## src/hdl/u16u8_pkg.sv

```systemverilog
// shared types, constants and helper functions for the utf-16 to utf-8 transcoder
package u16u8_pkg;

    localparam logic [15:0] BOM_SWAPPED = 16'hFFFE;
    localparam logic [15:0] BOM_NATIVE  = 16'hFEFF;

    localparam int CP_W = 21;

    typedef enum logic [1:0] {
        BOM_DETECT       = 2'd0,
        BOM_FORCE_SWAP   = 2'd1,
        BOM_FORCE_NATIVE = 2'd2,
        BOM_UNUSED       = 2'd3
    } bom_mode_t;

    typedef enum logic {
        CFG_REPLACEMENT = 1'b0,
        CFG_BOM_MODE    = 1'b1
    } cfg_index_t;

    // one queued result: a code point to encode, or an error marker
    typedef struct packed {
        logic [CP_W-1:0] cp;
        logic            err;
        logic            swap;
    } u16u8_entry_t;

    function automatic logic is_legal(input logic [31:0] v);
        logic ok;
        begin
            if (v < 32'h0000_D800)
                ok = 1'b1;
            else if (v <= 32'h0000_DFFF || v > 32'h0010_FFFF)
                ok = 1'b0;
            else
                ok = (v[15:1] != 15'h7FFF);
            return ok;
        end
    endfunction

    function automatic logic [2:0] utf8_len(input logic [CP_W-1:0] cp);
        logic [2:0] n;
        begin
            if (cp < 21'h80)
                n = 3'd1;
            else if (cp < 21'h800)
                n = 3'd2;
            else if (cp < 21'h10000)
                n = 3'd3;
            else
                n = 3'd4;
            return n;
        end
    endfunction

    function automatic logic [7:0] utf8_byte(input logic [CP_W-1:0] cp,
                                             input logic [2:0] n,
                                             input logic [1:0] k);
        logic [7:0] b;
        begin
            case ({n, k})
                {3'd1, 2'd0}: b = {1'b0, cp[6:0]};
                {3'd2, 2'd0}: b = {3'b110, cp[10:6]};
                {3'd2, 2'd1}: b = {2'b10, cp[5:0]};
                {3'd3, 2'd0}: b = {4'b1110, cp[15:12]};
                {3'd3, 2'd1}: b = {2'b10, cp[11:6]};
                {3'd3, 2'd2}: b = {2'b10, cp[5:0]};
                {3'd4, 2'd0}: b = {5'b11110, cp[20:18]};
                {3'd4, 2'd1}: b = {2'b10, cp[17:12]};
                {3'd4, 2'd2}: b = {2'b10, cp[11:6]};
                {3'd4, 2'd3}: b = {2'b10, cp[5:0]};
                default:      b = 8'h00;
            endcase
            return b;
        end
    endfunction

endpackage

```

## src/hdl/u16u8_front.sv

```systemverilog
// front end: config registers, byte order, surrogate pairing and validity check
module u16u8_front (
    input  logic                  clk,
    input  logic                  rst_n,
    input  logic                  cfg_we,
    input  logic                  cfg_index,
    input  logic [31:0]           cfg_wdata,
    input  logic                  accept,
    input  logic [15:0]           code_unit,
    input  logic                  stream_start,
    input  logic                  stream_end,
    output logic                  push,
    output u16u8_pkg::u16u8_entry_t push_entry
);
    import u16u8_pkg::*;

    logic [31:0] repl_reg;
    bom_mode_t   mode_reg;
    logic [9:0]  held_reg, held_next;
    logic        pending_reg, pending_next;
    logic        swap_reg, swap_next;
    logic        halted_reg, halted_next;

    logic        pend_eff, halt_eff, drop, has_result, bad, repl_ok;
    logic [15:0] v;
    logic [CP_W-1:0] cp;

    always_ff @(posedge clk or negedge rst_n)
    begin
        if (!rst_n)
        begin
            repl_reg    <= 32'h0000_FFFD;
            mode_reg    <= BOM_DETECT;
            held_reg    <= '0;
            pending_reg <= 1'b0;
            swap_reg    <= 1'b0;
            halted_reg  <= 1'b0;
        end
        else
        begin
            if (cfg_we)
            begin
                if (cfg_index_t'(cfg_index) == CFG_REPLACEMENT)
                    repl_reg <= cfg_wdata;
                else
                    mode_reg <= bom_mode_t'(cfg_wdata[1:0]);
            end
            if (accept)
            begin
                held_reg    <= held_next;
                pending_reg <= pending_next;
                swap_reg    <= swap_next;
                halted_reg  <= halted_next;
            end
        end
    end

    assign repl_ok = is_legal(repl_reg);

    always_comb
    begin
        held_next    = held_reg;
        pending_next = pending_reg;
        swap_next    = swap_reg;
        halted_next  = halted_reg;
        drop         = 1'b0;
        pend_eff     = pending_reg;
        halt_eff     = halted_reg;
        bad          = 1'b0;
        has_result   = 1'b0;
        cp           = '0;

        if (stream_start)
        begin
            pend_eff    = 1'b0;
            halt_eff    = 1'b0;
            held_next   = '0;
            pending_next = 1'b0;
            halted_next = 1'b0;
            unique case (mode_reg)
                BOM_FORCE_SWAP:   swap_next = 1'b1;
                BOM_FORCE_NATIVE: swap_next = 1'b0;
                default:
                begin
                    swap_next = (code_unit == BOM_SWAPPED);
                    drop = (code_unit == BOM_SWAPPED) || (code_unit == BOM_NATIVE);
                end
            endcase
        end

        v = swap_next ? {code_unit[7:0], code_unit[15:8]} : code_unit;

        if (!drop && !halt_eff)
        begin
            has_result = 1'b1;
            if (pend_eff)
            begin
                pending_next = 1'b0;
                if (v[15:10] != 6'b110111)
                    bad = 1'b1;
                else
                    cp = 21'h10000 + {1'b0, held_next, v[9:0]};
            end
            else if (v[15:11] == 5'b11011)
            begin
                if (v[10] || stream_end)
                    bad = 1'b1;
                else
                begin
                    // high surrogate waits for its partner
                    held_next    = v[9:0];
                    pending_next = 1'b1;
                    has_result   = 1'b0;
                end
            end
            else
                cp = {5'd0, v};

            if (!bad && !is_legal({11'd0, cp}))
                bad = 1'b1;
            if (bad)
            begin
                if (!repl_ok)
                begin
                    halted_next  = 1'b1;
                    pending_next = 1'b0;
                    held_next    = '0;
                end
                cp = repl_reg[CP_W-1:0];
            end
        end
    end

    assign push            = accept && has_result;
    assign push_entry.cp   = cp;
    assign push_entry.err  = bad && !repl_ok;
    assign push_entry.swap = swap_next;

endmodule

```

## src/hdl/u16u8_fifo.sv

```systemverilog
// small register queue between the front and back ends
module u16u8_fifo #(
    parameter int DEPTH = 4
) (
    input  logic                    clk,
    input  logic                    rst_n,
    input  logic                    push,
    input  u16u8_pkg::u16u8_entry_t push_entry,
    input  logic                    pop,
    output u16u8_pkg::u16u8_entry_t head,
    output logic                    full,
    output logic                    nonempty
);
    import u16u8_pkg::*;

    localparam int PTR_W = (DEPTH > 1) ? $clog2(DEPTH) : 1;
    localparam int CNT_W = $clog2(DEPTH + 1);
    localparam logic [PTR_W-1:0] LAST_PTR = PTR_W'(DEPTH - 1);

    u16u8_entry_t     slot_reg [DEPTH];
    logic [PTR_W-1:0] wr_reg, rd_reg;
    logic [CNT_W-1:0] cnt_reg;

    always_ff @(posedge clk)
    begin
        if (push)
            slot_reg[wr_reg] <= push_entry;
    end

    always_ff @(posedge clk or negedge rst_n)
    begin
        if (!rst_n)
        begin
            wr_reg  <= '0;
            rd_reg  <= '0;
            cnt_reg <= '0;
        end
        else
        begin
            if (push)
                wr_reg <= (wr_reg == LAST_PTR) ? '0 : wr_reg + PTR_W'(1);
            if (pop)
                rd_reg <= (rd_reg == LAST_PTR) ? '0 : rd_reg + PTR_W'(1);
            if (push && !pop)
                cnt_reg <= cnt_reg + CNT_W'(1);
            else if (pop && !push)
                cnt_reg <= cnt_reg - CNT_W'(1);
        end
    end

    assign head     = slot_reg[rd_reg];
    assign full     = (cnt_reg == CNT_W'(DEPTH));
    assign nonempty = (cnt_reg != '0);

endmodule

```

## src/hdl/u16u8_back.sv

```systemverilog
// back end: serializes each queued code point into utf-8 bytes
module u16u8_back (
    input  logic                    clk,
    input  logic                    rst_n,
    input  u16u8_pkg::u16u8_entry_t head,
    input  logic                    nonempty,
    output logic                    pop,
    output logic                    byte_valid,
    input  logic                    byte_stall,
    output logic [7:0]              out_byte,
    output logic                    last_of_run,
    output logic                    error_halt,
    output logic                    swapped_order
);
    import u16u8_pkg::*;

    u16u8_entry_t ent_reg;
    logic [2:0]   len_reg;
    logic [1:0]   idx_reg;
    logic         busy_reg;
    logic         oval_reg;
    logic [7:0]   obyte_reg;
    logic         olast_reg, oerr_reg, oswap_reg;

    logic advance, final_byte;
    logic [7:0] cur_byte;

    assign advance    = !oval_reg || !byte_stall;
    assign final_byte = ({1'b0, idx_reg} == len_reg - 3'd1);
    assign pop        = nonempty && (!busy_reg || (advance && final_byte));
    assign cur_byte   = ent_reg.err ? 8'h00 : utf8_byte(ent_reg.cp, len_reg, idx_reg);

    always_ff @(posedge clk)
    begin
        if (pop)
        begin
            ent_reg <= head;
            len_reg <= head.err ? 3'd1 : utf8_len(head.cp);
        end
        if (advance && busy_reg)
        begin
            obyte_reg <= cur_byte;
            olast_reg <= final_byte;
            oerr_reg  <= ent_reg.err;
            oswap_reg <= ent_reg.swap;
        end
    end

    always_ff @(posedge clk or negedge rst_n)
    begin
        if (!rst_n)
        begin
            busy_reg <= 1'b0;
            idx_reg  <= '0;
            oval_reg <= 1'b0;
        end
        else
        begin
            if (advance)
                oval_reg <= busy_reg;
            if (pop)
            begin
                busy_reg <= 1'b1;
                idx_reg  <= '0;
            end
            else if (advance && busy_reg)
            begin
                if (final_byte)
                    busy_reg <= 1'b0;
                else
                    idx_reg <= idx_reg + 2'd1;
            end
        end
    end

    assign byte_valid    = oval_reg;
    assign out_byte      = obyte_reg;
    assign last_of_run   = olast_reg;
    assign error_halt    = oerr_reg;
    assign swapped_order = oswap_reg;

endmodule

```

## src/hdl/utf16_to_utf8_transcoder_top.sv

```systemverilog
// top level of the utf-16 to utf-8 transcoder
// path: a unit that gives bytes goes through a queue slot, the back end entry register
//   and the output register; throughput: one byte per cycle while byte_stall is low
//   and the queue is not empty, 1 to 4 bytes per unit; the back end serializer sets this figure
// the input side takes a unit every cycle while the result queue has room
// reset: rst_n is asynchronous, active low; clears state, queue and output valid,
//   loads replacement 0xfffd and bom detect mode
module utf16_to_utf8_transcoder_top #(
    parameter int FIFO_DEPTH = 4
) (
    input  logic        clk,
    input  logic        rst_n,
    // configuration write port
    input  logic        cfg_we,
    input  logic        cfg_index,
    input  logic [31:0] cfg_wdata,
    // code unit channel
    input  logic        unit_valid,
    output logic        unit_stall,
    input  logic [15:0] code_unit,
    input  logic        stream_start,
    input  logic        stream_end,
    // utf-8 byte channel
    output logic        byte_valid,
    input  logic        byte_stall,
    output logic [7:0]  out_byte,
    output logic        last_of_run,
    output logic        error_halt,
    output logic        swapped_order
);
    import u16u8_pkg::*;

    logic         accept;
    logic         push, pop, full, nonempty;
    u16u8_entry_t push_entry, head;

    // a unit transfers whenever the queue has a free slot; units that give
    // no bytes (marks, held high surrogates, halted stream) still transfer
    assign unit_stall = full;
    assign accept     = unit_valid && !unit_stall;

    // front: decides what each unit produces and keeps the stream state
    u16u8_front u_front (
        .clk          (clk),
        .rst_n        (rst_n),
        .cfg_we       (cfg_we),
        .cfg_index    (cfg_index),
        .cfg_wdata    (cfg_wdata),
        .accept       (accept),
        .code_unit    (code_unit),
        .stream_start (stream_start),
        .stream_end   (stream_end),
        .push         (push),
        .push_entry   (push_entry)
    );

    // queue of pending code points, decouples unit intake from byte output
    u16u8_fifo #(
        .DEPTH (FIFO_DEPTH)
    ) u_fifo (
        .clk        (clk),
        .rst_n      (rst_n),
        .push       (push),
        .push_entry (push_entry),
        .pop        (pop),
        .head       (head),
        .full       (full),
        .nonempty   (nonempty)
    );

    // back: one utf-8 byte per output transfer, into a held output register
    u16u8_back u_back (
        .clk           (clk),
        .rst_n         (rst_n),
        .head          (head),
        .nonempty      (nonempty),
        .pop           (pop),
        .byte_valid    (byte_valid),
        .byte_stall    (byte_stall),
        .out_byte      (out_byte),
        .last_of_run   (last_of_run),
        .error_halt    (error_halt),
        .swapped_order (swapped_order)
    );

endmodule

```

## config.mk

```make
export PLATFORM = sky130hd
export DESIGN_NAME = utf16_to_utf8_transcoder_top
export DESIGN_NICKNAME = d
export VERILOG_FILES = /design/src/hdl/u16u8_pkg.sv /design/src/hdl/u16u8_front.sv /design/src/hdl/u16u8_fifo.sv /design/src/hdl/u16u8_back.sv /design/src/hdl/utf16_to_utf8_transcoder_top.sv
export SDC_FILE = /design/constraint.sdc
export NUM_CORES = 1
export LEC_CHECK = 0
export BUFFER_PORTS_ARGS = -buffer_cell sky130_fd_sc_hd__buf_4
export CORE_MARGIN = 1.5
export CORE_UTILIZATION = 54
export DETAILED_ROUTE_END_ITERATION = 8
export GPL_ROUTABILITY_DRIVEN = 0
export PLACE_DENSITY = 0.85
export SETUP_SLACK_MARGIN = 0.2
export SYNTH_ARGS = -nofsm -noshare
export SYNTH_HDL_FRONTEND = slang
export SYNTH_HIERARCHICAL = 1
export SYNTH_SLANG_ARGS = --single-unit
```

## constraint.sdc

```tcl
create_clock -name clk -period 3.47 [get_ports clk]
set_input_delay 1.041 -clock clk [delete_from_list [all_inputs] [get_ports clk]]
set_output_delay 1.041 -clock clk [all_outputs]
set_load 0.005 [all_outputs]
```

# Word level (Yosys, flattened, before mapping)
# Memories as Yosys holds them, arrays and structs flattened.
# Index checks and enable logic that the tools add are counted.
dict set report word_totals {
  regBits 95
  mem_bits_rw 92
  in_bits 56
  out_inout_bits 13
  wordCells 162
  memories 1
}
# memory depth word_bits rd rd_clocked_by_memory_dff write_ports line
set memory_table {}
lappend memory_table {u_fifo.slot_reg 4 23 1 0 1 u16u8_fifo.sv:20} ;# u16u8_entry_t slot_reg [DEPTH];
dict set report classes {
  addsub 7
  n_lt_le_gt_ge 9
  eq_ne 23
  mux 60
  bitwise_logic 1
  n_reduce_logical 40
}
# cell n
set ops {}
lappend ops {{21-bit 2-to-1 mux} 5}
lappend ops {{10-bit 2-to-1 mux} 7}
lappend ops {{8-bit case mux with 7 select lines} 1}
lappend ops {{1-bit 2-to-1 mux} 35}
lappend ops {{16-bit equality test (second input constant)} 2}
lappend ops {{32-bit by 21-bit greater-than comparator with 1-bit output (second input constant)} 1}
lappend ops {{32-bit by 16-bit less-or-equal comparator with 1-bit output (second input constant)} 1}
lappend ops {{32-bit by 16-bit less-than comparator with 1-bit output (second input constant)} 1}
lappend ops {{16-bit 2-to-1 mux} 2}
lappend ops {{15-bit != test (second input constant)} 2}
lappend ops {{5-bit by 4-bit equality test with 1-bit output (second input constant)} 5}
lappend ops {{5-bit equality test (second input constant)} 5}
lappend ops {{17-bit by 20-bit adder with 21-bit output (first input constant)} 1}
lappend ops {{21-bit greater-than comparator (second input constant)} 1}
lappend ops {{21-bit by 16-bit less-or-equal comparator with 1-bit output (second input constant)} 1}
lappend ops {{21-bit by 12-bit less-than comparator with 1-bit output (second input constant)} 1}
lappend ops {{21-bit by 16-bit less-than comparator with 1-bit output (second input constant)} 1}
lappend ops {{21-bit by 17-bit less-than comparator with 1-bit output (second input constant)} 1}
lappend ops {{21-bit by 8-bit less-than comparator with 1-bit output (second input constant)} 1}
lappend ops {{2-bit 2-to-1 mux} 6}
lappend ops {{1-bit logical NOT} 11}
lappend ops {{1-bit logical AND} 10}
lappend ops {{3-bit 2-to-1 mux} 3}
lappend ops {{2-bit AND reduction} 4}
lappend ops {{other kinds (17)} 32}

# Longest topological paths before layout
# Gate-level depths: netlist of run 1.
dict set report depth {
  depth_word 19
  ltp_mapped 15
}

# Modules after synthesis
# The synthesis of run 1 kept the hierarchy.
# module instances cells_each area_per_inst_um2
set by_module_without_submodules {}
lappend by_module_without_submodules {u16u8_fifo 1 158 3776.1}
lappend by_module_without_submodules {u16u8_front 1 377 3429.5}
lappend by_module_without_submodules {u16u8_back 1 137 1861.8}
lappend by_module_without_submodules {utf16_to_utf8_transcoder_top 1 1 13.8}

# Least setup slack after synthesis of run 1
# OpenSTA, ideal clock, no wires.
dict set report synth_path {
  path_type {input port to flip-flop}
  startpoint {input stream_start}
  endpoint {memory u_fifo/slot_reg[0][10] (netlist name), data pin}
  setup_ps 196
  arrival_ps 3436
  t_required_ps 3274
  path_slack_ps -163
  path_stages 12
  cell_sequence {buf_2 -> buf_2 -> nor2b_1 -> ha_1 -> xnor2_1 -> or4b_1 -> o21ai_1 -> o41a_1 -> nand2_1 -> a21o_4 -> buf_6 -> o32ai_2}
}
# item line
set synth_lines {}
lappend synth_lines {{start: declaration} utf16_to_utf8_transcoder_top.sv:21} ;# input logic stream_start,
lappend synth_lines {{end: declaration} u16u8_fifo.sv:20}

==> impl_results.md, run 1 <==
* Status: complete, but fails checks
* Yosys reg bits at 187
* Die Y at 133 um
* Cell Area, Synth at 9080 um^2
* Sum Neg Setup Slack at -0.0897 ns
* CP delay by family, top: compound AO/OA/AOI/OAI gates
* FF-to-FF End: u_fifo/slot_reg[0][10]$_DFFE_PP_
* Die width at 133 um
* DR vias at 7,223
* Internal reg-to-reg setup slack at 0.04 ns
* Critical path startpoint category: input port
* DRT Pass-1 Iters at 7
* Layout area overhead at 29.8%
* Hold Crit Class: flip-flop to flip-flop
* Fin worst setup slack at -0.0227 ns
* CTS clock-pin slew for the worst setup and hold paths at 0.07 ns
* Worst vdd ir at 394 uV
* Post-Synthesis Cells at 673
* Commonest non-fill, non-tap cell in the layout: buf_4
* Final core occ at 0.714
* Commonest cells after routing, fill and taps aside: buf_4, edfxtp_1, nand2_1, dfrtp_1, nor2_1
* Starting Density at 0.550
* Vias per inst at 6.63
* Total core area at 16,500 um^2
* Overall fraction of global-route tracks in use at 0.296
* Final wirelength at 27,700 um
* Critical path type: input port to flip-flop
* RSZ-0062 raised after global routing: true
* Post-synth EDFFs at 129
* Slowest stage cell, crit path: or4b_4
* CP max stage delay at 0.58 ns
* Final net count at 931
* Initial antenna violation count at 0
* Max Slew Vio Count at 0
* Residual antenna-violating net count after detailed routing at 0
* Worst Setup End Kind: flip-flop
* Die area at 17,600 um^2
* PD cells at 716 nW/um^2
* Top cell type by total area after synthesis: edfxtp_1
* Worst-case clock buffer depth at 2
* Final Hold Viols at 0
* R2R cell count at 12
* Unique masters post-synth at 89
* Post-synth top area share at 0.427
* Syn nets at 747
* Worst path depth at 11
* Top_reg_cell synth: edfxtp_1
* Ports at 69
* H-tree depth at 4
* Gr ovfl total at 0
* Flip-flop count of the largest register after layout at 92
* Finished Cell Area at 11,800 um^2
* IO Port Bufs at 68
* Clk_lat worst skew at 0.44 ns
* Clk sinks at 187
* Min-delay src: u_back/ent_reg[0]$_DFFE_PP_
* Relative slew slack at 0.379
* Pin count of the biggest net entering global routing at 59
* Leakage at 0.00458 uW
* Failing checks: negative setup slack
* Sink of the worst hold path: u_back/swapped_order$_DFFE_PP_
* Share of cells above drive strength 1 at 0.428
* Sequential-to-total area share from yosys stat at 0.588
* Fraction of the cycle the final worst path needs at 1.01
* DRC at 0
* Maximum clock rate at 0.286 GHz
* Total CTS buffers at 17
* Number of core rows at 47
* WHS Path Cells at 0
* Placed inst area at 10,600 um^2
* Asr flop ratio synth at 0.310
* Max-Cap Viols at 0
* Post-DP HPWL at 16,900 um
* Clock Skew at 0.0115 ns
* Root buffer cell: clkbuf_16
* CP arrival at 3.71 ns
* Number of global-route vias before repair at 7,015
* Avg Cell Area, Syn at 13.5 um^2
* Worst-Margin Slew at 0.929 ns
* Per-cell routed wire length at 25.4 um
* Top cells by area, synth: edfxtp_1, dfrtp_1, mux4_2, dfstp_2, mux2_2
* TritonCTS clock tree: yes
* Antenna fix cells at 0
* Min cycle time layout at 3.49 ns
* Final Setup Violations at 6
* Initial DRC Count at 767
* Crit Path Max Fanout at 14
* First-pass GRT wire length at 38,800 um
* R2R Path Start: u_front/mode_reg[1]$_DFFE_PN0P_
* Data required, critical path at 3.68 ns
* Yosys warnings at 6
* Worst Path Buf+Inv at 2
* Worst-path cell chain: buf_6 -> nor2b_1 -> ha_2 -> xnor2_2 -> or4b_4 -> o21ai_2 -> o41a_1 -> nand2_2 -> a21o_4 -> buf_8 -> o32ai_4
synth_stat cells (4+ instances only):
cell and n:
nor2b_1 7, nor4_1 8, o21ai_0 31, a21boi_0 4
a22o_1 4, dfstp_2 15, a31oi_1 6, inv_1 33
nand4_1 9, xnor2_1 4, mux2i_1 13, mux2_2 19
nor3_1 7, ha_1 17, clkbuf_1 11, a211oi_1 9
and2_1 7, a21oi_1 36, and4_1 4, nand2b_1 6
a221oi_1 6, a22oi_1 4, mux4_2 18, dfrtp_1 43
nand3_1 11, edfxtp_1 129, xor2_1 4, buf_2 7
buf_6 5, mux4_1 5, nor2_1 43, o32ai_2 13
nand2_1 54, and3_1 5
report_power, final:
part / internal (uW) / switching (uW) / leakage [uW] / total (uW)
registers: 3100 / 323 / 0.00189 / 3430
logic: 1370 / 1700 / 0.00241 / 3070
clock network: 1020 / 930 / 0.000285 / 1950
cell families after synthesis:
logic type               after synthesis  synth area share
adder cells (fa/ha/maj)               18            0.0256
AND/OR/NAND/NOR                      190             0.110
XOR/XNOR                               8           0.00771
flip-flops                           187             0.588
multiplexers                          56            0.0982
AO/OA/AOI/OAI                        153             0.135
buffers and inverters                 61            0.0350
worst reg2reg max path, stage by stage, from the launching register on:
cell,delay (ns)
dfrtp_1,0.39
inv_1,0.10
ha_4,0.23
and3b_2,0.32
o21ai_0,0.19
a31o_2,0.31
a211o_1,0.29
nor4_2,0.17
o2111a_2,0.30
a31oi_4,0.06
a21o_4,0.29
buf_8,0.16
o32ai_4,0.39
how the worst max path moves through the flow:
stage	start	endpoint	slack, ns
4_1_cts	stream_start	u_fifo/slot_reg[2][11]$_DFFE_PP_	0.20
3_5_place_dp	stream_start	u_fifo/slot_reg[0][17]$_DFFE_PP_	-0.45
3_3_place_gp	code_unit[11]	u_fifo/slot_reg[0][6]$_DFFE_PP_	-0.28
6_report	stream_start	u_fifo/slot_reg[0][10]$_DFFE_PP_	-0.02
2_1_floorplan	stream_start	u_fifo/slot_reg[0][10]$_DFFE_PP_	-0.03
5_1_grt	stream_start	u_fifo/slot_reg[2][17]$_DFFE_PP_	-0.09
cell type report:
cell class | instances | area (um^2)
inverters | 34 | 130
clock inverters | 15 | 161
repair buffers | 192 | 1570
multi-input cells | 425 | 3890
clock buffers | 17 | 425
flip-flops and latches | 187 | 5340
fillers | 961 | 4730
well taps | 220 | 275
stage by stage:
stage | instances | power [uW] | hold WS, ns | worst slack (ns)
final | 1090 | 8450 | 0.442 | -0.0227
after detailed placement | 1032 | 6040 | 0.426 | -0.453
after global placement | 1032 | 5830 | 0.418 | -0.284
after CTS | 1074 | 8170 | 0.443 | 0.203
after floorplan | 673 | 5070 | 0.400 | -0.0294
after global routing | 1090 | 8740 | 0.455 | -0.0882
per-layer routing:
layer  vias up  part of all wire  track usage
met5         -                 0            0
met4         0             0.078        0.182
met3       203             0.071       0.0590
met2       565              0.52        0.534
met1      3497              0.33        0.321
li1       2958                 -            -
timing repair:
| action | 4_1_cts | 5_1_grt |
|---|---|---|
| resized for setup | 27 | 51 |
| gates cloned | 0 | 0 |
| endpoints found under the hold margin | 0 | 0 |
| setup buffers | 10 | 16 |
| hold buffers | 0 | 0 |
| pin swaps | 17 | 25 |
| endpoints found under the setup margin | 85 | 90 |
No activity file was read; power rests on OpenSTA's default activity.
==> inputs of run 2 (changes only) <==
--- a/config.mk
+++ b/config.mk
@@ -6,6 +6,7 @@
 export NUM_CORES = 1
 export LEC_CHECK = 0
 export BUFFER_PORTS_ARGS = -buffer_cell sky130_fd_sc_hd__buf_4
+export CORE_ASPECT_RATIO = 0.5
 export CORE_MARGIN = 1.5
 export CORE_UTILIZATION = 54
 export DETAILED_ROUTE_END_ITERATION = 8
==> impl_results.md, run 2 (same netlist as run 1, synthesis figures left out) <==
* Crit. Startpoint: code_unit[4]
* Share of cells above drive strength 1 at 0.421
* R2R cell count at 13
* IO Port Bufs at 68
* Final Setup Violations at 0
* Crit path to: u_fifo/slot_reg[3][16]$_DFFE_PP_
* Ports at 69
* TritonCTS clock tree: yes
* Status: finished clean
* Worst Path Buf+Inv at 5
* Slowest stage cell, crit path: a311oi_4
* Initial antenna violation count at 0
* Hold Buf Count CTS at 0
* Layout area overhead at 29.4%
* CP max stage delay at 0.32 ns
* Crit Path Max Fanout at 8
* Clk_lat worst skew at 0.44 ns
* Sum Neg Setup Slack at 0 ns
* Fraction of the cycle the final worst path needs at 0.998
* Total core area at 16,400 um^2
* Leakage at 0.00453 uW
* H-tree depth at 4
* CP arrival at 3.68 ns
* Total CTS buffers at 17
* Post-DP HPWL at 16,400 um
* DR vias at 6,896
* Die Y at 94.7 um
* CTS clock-pin slew for the worst setup and hold paths at 0.08 ns
* First-pass GRT wire length at 37,600 um
* Vias per inst at 6.36
* Number of core rows at 33
* DP Cell Count at 1,043
* Tot Pwr at 8390 uW
* Internal reg-to-reg setup slack at 0.03 ns
* Per-cell routed wire length at 23.3 um
* Gr ovfl total at 0
* Hold Crit Class: flip-flop to flip-flop
* Clock Skew at 0.0157 ns
* Pin count of the biggest net entering global routing at 59
* Die area at 17,700 um^2
* Clk sinks at 187
* Worst vdd ir at 418 uV
* Fillers at 981
* Relative slew slack at 0.396
* Data required, critical path at 3.69 ns
* RSZ-0062 raised after global routing: true
* Root buffer cell: clkbuf_16
* Layout Cells excl Fill at 1,085
* Max-Cap Viols at 0
* Flip-flop count of the largest register after layout at 92
* Initial DRC Count at 770
* Starting Density at 0.554
* PD cells at 714 nW/um^2
* Commonest cells after routing, fill and taps aside: buf_4, edfxtp_1, nand2_1, dfrtp_1, nor2_1
* Worst-path cell chain: buf_4 -> and3_1 -> and4_4 -> a21oi_4 -> inv_4 -> buf_4 -> buf_4 -> a311oi_4 -> o41a_1 -> nand2_2 -> a21o_4 -> buf_4 -> o32ai_4
* Min cycle time layout at 3.46 ns
* Final core occ at 0.717
* Final wirelength at 25,300 um
* Worst-Margin Slew at 0.904 ns
* Number of global-route vias before repair at 6,743
* Worst path depth at 13
* FF-to-FF End: u_fifo/slot_reg[3][16]$_DFFE_PP_
* Worst-case clock buffer depth at 2
* Overall fraction of global-route tracks in use at 0.287
* Final net count at 919
* Worst Setup End Kind: flip-flop
* Maximum clock rate at 0.289 GHz
* Final Hold Viols at 0
* Critical path startpoint category: input port
* Commonest non-fill, non-tap cell in the layout: buf_4
* Critical path type: input port to flip-flop
* Max Slew Vio Count at 0
* Die width at 186 um
* Most used cell, CP: buf_4
* Hold slack at 0.440 ns
* DRC at 0
* Residual antenna-violating net count after detailed routing at 0
* CP delay by family, top: compound AO/OA/AOI/OAI gates
* R2R Path Start: u_front/mode_reg[0]$_DFFE_PN0P_
* DRT Pass-1 Iters at 6
* Antenna fix cells at 0
-- run 2: changes by cell type in the layout (fill, tap and decap cells not counted), moves of 2 or more --
cell        before  now
and3_1           3    5
and3_4           2    0
o31ai_2          2    0
nand2b_1         6    4
clkinv_8         2    4
o21ai_2          3    1
buf_4          172  160
buf_8            2    0
inv_6            2    4
mux2_2          18   20
clkinvlp_4       2    0
clkinv_2         3    0
mux2_4           2    0
-- run 2: area by class of cell --
| cell class | instances | area [um^2] | area share |
|---|---|---|---|
| Clock buffer | 17 | 425 | 0.0362 |
| Clock inverter | 15 | 171 | 0.0146 |
| Inverter | 34 | 130 | 0.0111 |
| Multi-Input combinational cell | 426 | 3920 | 0.334 |
| Sequential cell | 187 | 5340 | 0.455 |
| Tap cell | 227 | 284 | 0.0242 |
| Timing Repair Buffer | 179 | 1470 | 0.125 |
-- run 2: repair_timing --
| item | in CTS | in global routing |
|---|---|---|
| resized for setup | 36 | 43 |
| setup endpoints to repair | 90 | 99 |
| setup buffers | 3 | 5 |
| gates cloned | 1 | 1 |
| pin swaps | 3 | 14 |
-- run 2: per-stage QoR --
| stage | area, um^2 | setup WS [ns] |
|---|---|---|
| finish | 11700 | 0.00698 |
| global route | 11700 | -0.0428 |
| CTS | 11500 | 0.184 |
| detailed placement | 10600 | -0.432 |
| global placement | 10600 | -0.305 |
| floorplan | 9210 | -0.0294 |
-- run 2: per-layer routing --
| metal | track usage | up-vias | wire [um] |
|---|---|---|---|
| met3 | 0.0669 | 109 | 2520 |
| met5 | 0 | - | 0 |
| met1 | 0.358 | 3353 | 9780 |
| met2 | 0.491 | 488 | 11900 |
| li1 | - | 2946 | - |
| met4 | 0.117 | 0 | 1180 |
-- run 2: power breakdown --
part	internal, uW	total, uW	leakage, uW	switching (uW)
Combinational	1370	3050	0.00235	1680
Sequential	3100	3390	0.00189	293
Clock	974	1950	0.000292	975
Total	5440	8390	0.00453	2950
-- run 2: how the worst min path moves through the flow --
stage / startpoint / to / cells after the start
after floorplan: u_back/ent_reg[0]$_DFFE_PP_ / u_back/swapped_order$_DFFE_PP_ / 0
after global placement: u_back/ent_reg[0]$_DFFE_PP_ / u_back/swapped_order$_DFFE_PP_ / 0
after detailed placement: u_back/ent_reg[0]$_DFFE_PP_ / u_back/swapped_order$_DFFE_PP_ / 0
after CTS: u_back/ent_reg[0]$_DFFE_PP_ / u_back/swapped_order$_DFFE_PP_ / 0
after global routing: u_back/ent_reg[0]$_DFFE_PP_ / u_back/swapped_order$_DFFE_PP_ / 0
final: u_back/ent_reg[0]$_DFFE_PP_ / u_back/swapped_order$_DFFE_PP_ / 0
